--- config.mk ---
export PLATFORM = sky130hd
export DESIGN_NAME = sss_divider
export DESIGN_NICKNAME = d
export VERILOG_FILES = /design/src/rtl/sss_pkg.sv /design/src/rtl/sss_divider.sv
export SDC_FILE = /design/constraint.sdc
export NUM_CORES = 1
export LEC_CHECK = 0
export BUFFER_PORTS_ARGS = -buffer_cell sky130_fd_sc_hd__buf_4
export CELL_PAD_IN_SITES_DETAIL_PLACEMENT = 0
export CELL_PAD_IN_SITES_GLOBAL_PLACEMENT = 2
export CORE_MARGIN = 1
export CORE_UTILIZATION = 37
export CTS_CLUSTER_DIAMETER = 50
export DETAILED_ROUTE_END_ITERATION = 6
export GPL_TIMING_DRIVEN = 0
export PLACE_DENSITY_LB_ADDON = 0.2
export SLEW_MARGIN = 40
export SYNTH_ARGS = -nofsm -noshare
export SYNTH_HDL_FRONTEND = slang
export SYNTH_SLANG_ARGS = --single-unit
--- constraint.sdc ---
create_clock -name clk -period 5.5 [get_ports clk]
set_clock_uncertainty 0.05 [all_clocks]
set_input_delay 0 -clock clk [delete_from_list [all_inputs] [get_ports clk]]
set_output_delay 0 -clock clk [all_outputs]
set_load 0.1 [all_outputs]
--- src/rtl/sss_pkg.sv ---
// ----------------------------------------------------------------------------
// sss_pkg
// Opcodes, register indexes, fixed field widths and shared types of the
// swing step sequencer.
// ----------------------------------------------------------------------------
package sss_pkg;

	// input opcodes
	localparam logic [1:0] OP_TICK   = 2'd0;
	localparam logic [1:0] OP_TOGGLE = 2'd1;
	localparam logic [1:0] OP_STEP   = 2'd2;
	localparam logic [1:0] OP_LENGTH = 2'd3;

	// configuration register indexes
	localparam logic [1:0] CFG_TEMPO   = 2'd0;
	localparam logic [1:0] CFG_SWING   = 2'd1;
	localparam logic [1:0] CFG_CHANNEL = 2'd2;
	localparam logic [1:0] CFG_PATTERN = 2'd3;

	// field widths
	localparam int BPM_W      = 8;
	localparam int SWING_W    = 7;
	localparam int CHAN_W     = 4;
	localparam int SLOT_W     = 3;
	localparam int NOTE_W     = 7;
	localparam int VEL_W      = 7;
	localparam int LEN_IN_W   = 4;
	localparam int STATUS_W   = 8;
	localparam int STEP_NOW_W = 3;
	localparam int CFG_IDX_W  = 2;
	localparam int CFG_DATA_W = 8;

	// timing arithmetic
	localparam int QW          = 16;               // 60000 / bpm quotient
	localparam int HALF_W      = QW - 1;           // step time, even steps
	localparam int REL_W       = QW - 2;           // gate time
	localparam int MS_W        = 16;               // elapsed ms counter
	localparam int PROD_W      = HALF_W + SWING_W; // half * swing
	localparam int RECIP_W     = 22;
	localparam int RECIP_SHIFT = 27;
	localparam int SCALED_W    = PROD_W + RECIP_W;
	localparam int SWUNG_W     = SCALED_W - RECIP_SHIFT;

	localparam logic [QW-1:0]       MINUTE_MS = 16'd60000;
	// ceil(2^27 / 50): floor(x / 50) exact for every x below 2^22
	localparam logic [RECIP_W-1:0]  RECIP_50  = 22'd2684355;
	localparam logic [MS_W-1:0]     MS_MAX    = 16'hFFFF;
	localparam logic [BPM_W-1:0]    BPM_RESET   = 8'd120;
	localparam logic [SWING_W-1:0]  SWING_RESET = 7'd50;

	localparam logic [STATUS_W-1:0] STATUS_OFF  = 8'h80;
	localparam logic [STATUS_W-1:0] STATUS_ON   = 8'h90;
	localparam int                  NOTE_BASE   = 60;
	localparam logic [VEL_W-1:0]    VEL_DEFAULT = 7'd100;

	typedef struct packed {
		logic busy;
		logic done;
	} div_stat_t;

endpackage

--- src/rtl/sss_divider.sv ---
// ----------------------------------------------------------------------------
// sss_divider
// Restoring divider, one quotient bit per cycle: 16-bit dividend by an
// 8-bit nonzero divisor.
// ----------------------------------------------------------------------------
module sss_divider (
	input  logic                         clk,
	input  logic                         arst_n,
	input  logic                         start,
	input  logic [sss_pkg::QW-1:0]       dividend,
	input  logic [sss_pkg::BPM_W-1:0]    divisor,
	output logic [sss_pkg::QW-1:0]       quotient,
	output sss_pkg::div_stat_t           stat
);

	localparam int CW = $clog2(sss_pkg::QW);

	logic [sss_pkg::QW-1:0]    quo_q;
	logic [sss_pkg::BPM_W-1:0] rem_q;
	logic [sss_pkg::BPM_W-1:0] dvs_q;
	logic [CW-1:0]             cnt_q;
	logic                      busy_q;
	logic                      done_q;

	logic [sss_pkg::BPM_W:0]   trial;
	logic                      fits;
	logic [sss_pkg::BPM_W:0]   rem_next;

	always_comb begin
		trial    = {rem_q, quo_q[sss_pkg::QW-1]};
		fits     = (trial >= {1'b0, dvs_q});
		rem_next = fits ? (trial - {1'b0, dvs_q}) : trial;
	end

	always_ff @(posedge clk or negedge arst_n) begin
		if (!arst_n) begin
			busy_q <= 1'b0;
			done_q <= 1'b0;
			cnt_q  <= '0;
		end else begin
			done_q <= 1'b0;
			if (start) begin
				busy_q <= 1'b1;
				cnt_q  <= '0;
			end else if (busy_q) begin
				cnt_q <= cnt_q + 1'b1;
				if (cnt_q == CW'(sss_pkg::QW - 1)) begin
					busy_q <= 1'b0;
					done_q <= 1'b1;
				end
			end
		end
	end

	// dividend bits shift out the top while quotient bits shift in below
	always_ff @(posedge clk) begin
		if (start) begin
			quo_q <= dividend;
			rem_q <= '0;
			dvs_q <= divisor;
		end else if (busy_q) begin
			quo_q <= {quo_q[sss_pkg::QW-2:0], fits};
			rem_q <= rem_next[sss_pkg::BPM_W-1:0];
		end
	end

	assign quotient  = quo_q;
	assign stat.busy = busy_q;
	assign stat.done = done_q;

endmodule

==> metrics.md, run 1 <==
| Metric | Value |
|---|---|
| Sw frac | between 40% and 50% |
| GRT Total Usage | 17.6% |
| Critical path required time | 5650 ps |
| Sw Pwr | 0.418 mW |
| Final Slew Violations | 0 |
| GPL Wtd Cong | 0.740 |
| H-tree depth | 2 |
| CTS tree | yes |
| Max Used Layer | met4 |
| Initial antenna violation count | 0 |
| CP startpoint kind | flip-flop |
| Run status | finished clean |
| CP endpoint kind | flip-flop |
| Synth-to-Final Area Change | 37.9% |
| Post-CTS resize count | 0 |
| Slowest cell on crit path | a2111oi_0 |
| Root Buffer | clkbuf_8 |
| CP peak stage delay | 470 ps |
| Static Leak | 1.18 nW |
| Placeable Area | 5170 um2 |
| Asr flop ratio synth | 15.8% |
| Drt first-iter violations | 89 |
| Max-cap viol count | 0 |
| Top cell type's share of synthesized area | 35.8% |
| Top FF cell, synth | edfxtp_1 |
| CTS Buffer Depth | 2 |
| Worst Setup SP | quotient[15]$_DFFE_PP_ |
| Max Freq | 0.419 GHz |
| DRC | 0 |
| Initial core utilization | 38.9% |
| Wire length per cell | 13.7 um |
| Ant. Diodes | 0 |
| Post-Layout Cell Count | 327 |
| Max-Slew Margin vs Limit | between 50% and 60% |
| YS warnings | 0 |
| Final setup viols | 0 |
| CTS sink cnt | 38 |
| Seq cells post-synth | 38 |
| Place WS | 3180 ps |
| Top Ports | 45 |
| Share of layout cells above drive strength 1 | between 20 and 30% |
| Routed wl met3 | 195 um |
| Hold Path Class | in -> async |
| Yosys top cell by area | edfxtp_1 |
| Seq pwr share | 37.1% |
| Worst Tran Pin Value | 637 ps |
| Routed Antenna Nets | 0 |
| Critical-path cell list | inv_1 -> ha_1 -> fa_1 -> nand2b_1 -> a2111oi_0 -> a311oi_1 -> a21o_1 -> a311oi_2 |
| Routed vias | 1593 |
| Worst R2R Start | quotient[15]$_DFFE_PP_ |
| Number of synthesized flops with an enable pin | 24 |
| Die Width | 75.7 um |
| Gate power share | 44.8% |
| Post-Synthesis Cell Area | 2010 um2 |
| Final hold viol count | 0 |
| Area after DPL | 2430 um2 |
| End point of the critical path | rem_q[6]$_SDFFE_PP0P_ |
| RSZ-0062 raised after global routing | no |
| PortBufs | between 40 and 50 |
| Die ar. | between 5000 and 6000 um2 |
| DRT Pass-1 Iters | 4 |
| Post-Syn Area per Cell | 11.2 um2 |
| Post-CTS Setup Repair Bufs | 0 |
| Grt ovf | 0 |
| Critical path depth | 8 |
| Worst setup path class | reg -> reg |
| Sequential fraction of the synthesis area | between 50 and 60% |
| Post-Place Cells | 293 |
| Clk Latency, worst-skew pair | approximately 280 ps |
| Final-layout fill cell count | 470 |
| Final worst setup slack | between 3000 and 4000 ps |
| Clk pwr share | 18.0% |
| Post-Route Setup TNS | 0 ps |
| Clk slew on worst S/H paths | 70 ps |
| Chip height | ~76 um |
| PwrDens | 373 nW/um2 |
| CP arrival | about 2500 ps |
| Wl on met1 | 2.02 mm |
| R2R setup slack | 3110 ps |
| Syn nets | 216 |
| First-pass GRT wire length | 7.41 mm |
| Post-synthesis cell count | 179 |
| Design Area, Final | 2770 um2 |
| Vias in the first global route | approximately 1.6k |
| Maximum fanout along the worst path | 3 |
| Internal | 0.616 mW |
| Peak VDD IR | 184 uV |
| Row count | 26 |
| Worst R2R End | rem_q[6]$_SDFFE_PP0P_ |
| Largest net degree at the start of global routing | 19 |
| Reg2reg path depth | 8 |
| Number of CTS-inserted buffers | 5 |
| Synth area leaders | edfxtp_1, mux2_2, dfxtp_1 |
| Vias per cell | 4.87 |
| Yosys cell types | 49 |
| DP HPWL | ~3.3 mm |
| Final min period | 2390 ps |
| Crit share post-route | 43.4% |
| Routed wire length | about 4.5 mm |
| Critical path's top delay family | compound AO/OA/AOI/OAI gates |
| Met2 WL | 2.25 mm |
| Nets | 293 |
| WP buf/inv | 1 |
## power by group through the flow
stage,logic [mW],registers (mW),clock network [mW]
after global routing,0.502,0.391,0.203
after floorplan,0.222,0.514,0
final,0.464,0.384,0.186
after detailed placement,0.450,0.391,0
after global placement,0.442,0.389,0
after CTS,0.466,0.385,0.193
## worst min-delay path by stage
stage          slack (ps)                    to
6_report                6  cnt_q[1]$_DFFE_PN0P_
5_1_grt                 4  cnt_q[2]$_DFFE_PN0P_
4_1_cts                 3  cnt_q[2]$_DFFE_PN0P_
3_5_place_dp         -240  cnt_q[1]$_DFFE_PN0P_
3_3_place_gp         -240  cnt_q[1]$_DFFE_PN0P_
2_1_floorplan        -350      busy_q$_DFF_PN0_
## worst register-to-register path, stage by stage (launching register included)
cell and delay (ps):
edfxtp_1 390, inv_1 60, ha_1 220, fa_1 400, nand2b_1 200, a2111oi_0 470, a311oi_1 120, a21o_1 190
a311oi_2 210
## cell families after synthesis
group	count (synthesis)	share of synthesized area [%]
adders and majority gates	10	6.59
xor gates and xnor gates	7	3.05
muxes	17	9.39
buffers and inverters	25	5.72
DFF	38	51.2
and+or+nand+nor	50	11.9
AOI/OAI and AO/OA	32	12.1
## synth_stat cells, types with 4 or more instances
library cell	count
inv_1	14
ha_1	9
nor2_1	20
dfrtp_1	6
dfxtp_1	8
nand3_1	4
xor2_1	4
mux2_2	15
nand2b_1	4
a21oi_1	6
edfxtp_1	24
nand2_1	10
## sequential cells by signal (all words and copies together), names as in the netlist
register,flops
rem_q,8
quotient,16
dvs_q,8
done_q,1
busy_q,1
cnt_q,4
## cell usage in the layout (no fill, tap or decap), types with 6 or more instances in the layout
| master | n |
|---|---|
| buf_4 | 47 |
| dfrtp_1 | 6 |
| nor2_1 | 20 |
| nand2_1 | 10 |
| ha_1 | 9 |
| edfxtp_1 | 24 |
| dfxtp_1 | 8 |
| dlygate4sd3_1 | 26 |
| inv_1 | 14 |
| mux2_2 | 15 |
| a21oi_1 | 6 |
## cell type report
class,count,area [um2],share of cell area (%)
repair buffers,70,591,21.3
clock inverters,1,7.51,0.271
inverters,14,52.6,1.89
well taps,70,87.6,3.16
multi-input cells,116,866,31.2
flip-flops and latches,38,1030,37.2
clock buffers,7,76.3,2.75
plain buffers,11,62.6,2.26
## repair_timing
| item | 4_1_cts | 5_1_grt |
|---|---|---|
| hold endpoints to repair | 38 | 0 |
| hold buffers | 26 | 0 |
| endpoints found under the setup margin | 0 | 0 |
## per-layer routing
layer	vias up	GRT usage [%]
li1	791	-
met1	756	22.3
met2	42	29.9
met3	4	4.50
met4	0	4.32
met5	-	0
## through the flow
| step | utilization [%] | total power, mW | hold WS [ps] |
|---|---|---|---|
| floorplan | - | 0.736 | -346 |
| global placement | 47.0 | 0.831 | -240 |
| detailed placement | 47.0 | 0.841 | -236 |
| CTS | 53.6 | 1.04 | 2.95 |
| global route | 53.6 | 1.10 | 4.29 |
| finish | 53.6 | 1.03 | 6.46 |
(Power assumes the default switching activity.)
==> run 2, diff against run 1 <==
Settings changed: CORE_UTILIZATION 37 to 31.
Clock period 5.5 ns to 1.94 ns, I/O delays scaled along.
==> run 2 against run 1 <==
Net effect: the run now ends with negative setup slack left; register-to-register slack worse by 3200 ps; worst hold slack better by 370 ps; first-iteration DRC count down 42%; sequential cell count unchanged; global-route usage down 2.3 points; sequential power rose to 2.9 times the previous value; maximum frequency up 17%; clock-buffer cell count down 1; via count up 1.4%; non-clock buffer count up 7; critical endpoint unchanged; largest cell class is now multi-input combinational cells; highest routed layer unchanged.
==> metrics.md, run 2 (same netlist as run 1, synthesis figures left out) <==
| Metric | Value |
|---|---|
| Sw frac | between 40% and 50% |
| Slowest cell on crit path | edfxtp_1 |
| Worst R2R End | rem_q[6]$_SDFFE_PP0P_ |
| Vias per cell | 4.76 |
| Grt peak-use layer | met2 |
| PortBufs | 44 |
| Max-cap viol count | 0 |
| Maximum fanout along the worst path | 3 |
| CP endpoint kind | flip-flop |
| Wire length per cell | 14.0 um |
| Placeable Area | between 6000 and 7000 um2 |
| Reg2reg path depth | 7 |
| Hold EP | dvs_q[5]$_DFFE_PP_ |
| Number of CTS-inserted buffers | 5 |
| Crit share post-route | 105% |
| GR Util met2 | 23.6% |
| Final hold viol count | 0 |
| Die Width | 82.6 um |
| CTS tree | yes |
| Routed vias | approximately 1.6k |
| Worst R2R Start | dvs_q[0]$_DFFE_PP_ |
| Synth-to-Final Area Change | 51.2% |
| Max Freq | 0.489 GHz |
| Post-Layout Cell Count | roughly 340 |
| Initial core utilization | approximately 33% |
| Final worst setup slack | -106 ps |
| Internal | 1.98 mW |
| Hold Path Class | in -> reg |
| First-pass GRT wire length | 7.60 mm |
| PwrDens | 1090 nW/um2 |
| R2R setup slack | -110 ps |
| RSZ-0062 raised after global routing | yes |
| DRC | 0 |
| Vias in the first global route | approximately 1.6k |
| Clk Latency, worst-skew pair | 290 ps |
| Initial antenna violation count | 0 |
| Share of layout cells above drive strength 1 | around 42% |
| Post-Place Cells | 298 |
| Ant. Diodes | 0 |
| Largest register FFs | 16 |
| Peak VDD IR | 503 uV |
| Final setup viols | 1 |
| Final core occ | 49.9% |
| Sw Pwr | 1.35 mW |
| Minimum hold slack | 373 ps |
| Nets | 300 |
| Failing checks | negative setup slack |
| CP startpoint kind | flip-flop |
| Grt met3 use | 3.85% |
| Chip height | 82.6 um |
| Most common cell after layout, fill and taps aside | buf_4 |
| CP most frequent cell | a311oi_2 |
| Clk pwr share | 17.6% |
| Largest net degree at the start of global routing | 19 |
| Top Ports | 45 |
| Clk slew on worst S/H paths | 80 ps |
| Static Leak | about 1.2 nW |
| CP arrival | ~2200 ps |
| CP peak stage delay | 420 ps |
| DP HPWL | 3.16 mm |
| Final min period | a little over 2000 ps |
| Worst setup path class | reg -> reg |
| GRT Total Usage | about 15% |
| Hold Crit Depth | 2 |
| Drt first-iter violations | 52 |
| Hold wc startpoint | divisor[5] |
| Gate power share | 49.2% |
| Run status | complete, but fails checks |
| Critical-path cell list | ha_4 -> fa_2 -> nand2b_4 -> a2111oi_4 -> a311oi_2 -> a21o_1 -> a311oi_2 |
| H-tree depth | 2 |
| GPL Wtd Cong | 0.742 |
| CTS sink cnt | 38 |
| Max-Slew Margin vs Limit | 63.6% |
| Routed wire length | 4.75 mm |
| DRT Pass-1 Iters | 4 |
| Critical path required time | 2100 ps |
| Final Slew Violations | 0 |
| Root Buffer | clkbuf_8 |
| CTS Buffer Depth | 2 |
| M1 GR Usage | between 20% and 30% |
| Total power | 3.33 mW |
| Most frequent cells in the layout | buf_4, dlygate4sd3_1, edfxtp_1 |
| Die ar. | a little under 7000 um2 |
| Grt ovf | 0 |
| Row count | 28 |
| Routed Antenna Nets | 0 |
| Place WS | -102 ps |
| Seq pwr share | 33.3% |
| Worst Tran Pin Value | 545 ps |
## run 2: changes by cell type in the layout (fill, tap and decap cells not counted), sizes merged
cell         before  now
dlygate4sd3      26   27
buf              52   57
clkinv            0    1
## run 2: area by class of cell
type | instances | area [um2]
Inverter | 14 | 52.6
Tap cell | 75 | 93.8
Buffer | 10 | 58.8
Clock inverter | 2 | 12.5
Fill cell | 581 | 3050
Multi-Input combinational cell | 116 | 1060
Timing Repair Buffer | 78 | 651
Sequential cell | 38 | 1030
Clock buffer | 6 | 82.6
## run 2: metal layers
metal,vias to the layer above,share of wire [%],wire length [um]
met5,-,0,0
met4,0,1.1,50
met3,6,3.9,186
met2,30,48,2270
met1,771,47,2240
li1,808,-,-
## run 2: worst max path at each step
stage                                start               endpoint  slack, ps  cells past startpoint
CTS                     dvs_q[0]$_DFFE_PP_  rem_q[6]$_SDFFE_PP0P_       -100                      7
global route         rem_q[0]$_SDFFE_PP0P_  rem_q[6]$_SDFFE_PP0P_       -220                      7
detailed placement  quotient[15]$_DFFE_PP_  rem_q[6]$_SDFFE_PP0P_       -100                      8
global placement     rem_q[1]$_SDFFE_PP0P_  rem_q[3]$_SDFFE_PP0P_       -120                      7
floorplan           quotient[15]$_DFFE_PP_  rem_q[6]$_SDFFE_PP0P_       -640                      8
finish                  dvs_q[0]$_DFFE_PP_  rem_q[6]$_SDFFE_PP0P_       -110                      7
## run 2: power by group through the flow
stage / Clock, mW / Sequential (mW) / Combinational (mW)
final: 0.586 / 1.11 / 1.64
after global routing: 0.629 / 1.13 / 1.75
after CTS: 0.606 / 1.09 / 1.51
after detailed placement: 0 / 1.10 / 1.35
after global placement: 0 / 1.11 / 1.36
after floorplan: 0 / 1.46 / 0.705
## run 2: through the flow
step                TNS, ps  instance area, um2
floorplan             -3490                2060
global placement       -557                2480
detailed placement     -421                2480
CTS                    -160                2930
global route           -671                3040
finish                 -106                3040
## run 2: repair_timing
| item | in CTS | in global routing |
|---|---|---|
| hold buffers | 27 | 0 |
| endpoints found under the setup margin | 6 | 24 |
| hold endpoints to repair | 38 | 0 |
| setup buffers | 3 | 3 |
| cloned | 1 | 0 |
| resized for setup | 8 | 21 |
| pin swaps | 2 | 6 |
## run 2: critical path, delay by kind of cell (launching register included)
| family | cells | cell delay, ps |
|---|---|---|
| DFF | 1 | 420 |
| adders and majority gates | 2 | 530 |
| AOI/OAI and AO/OA | 4 | 790 |
| and+or+nand+nor | 1 | 170 |
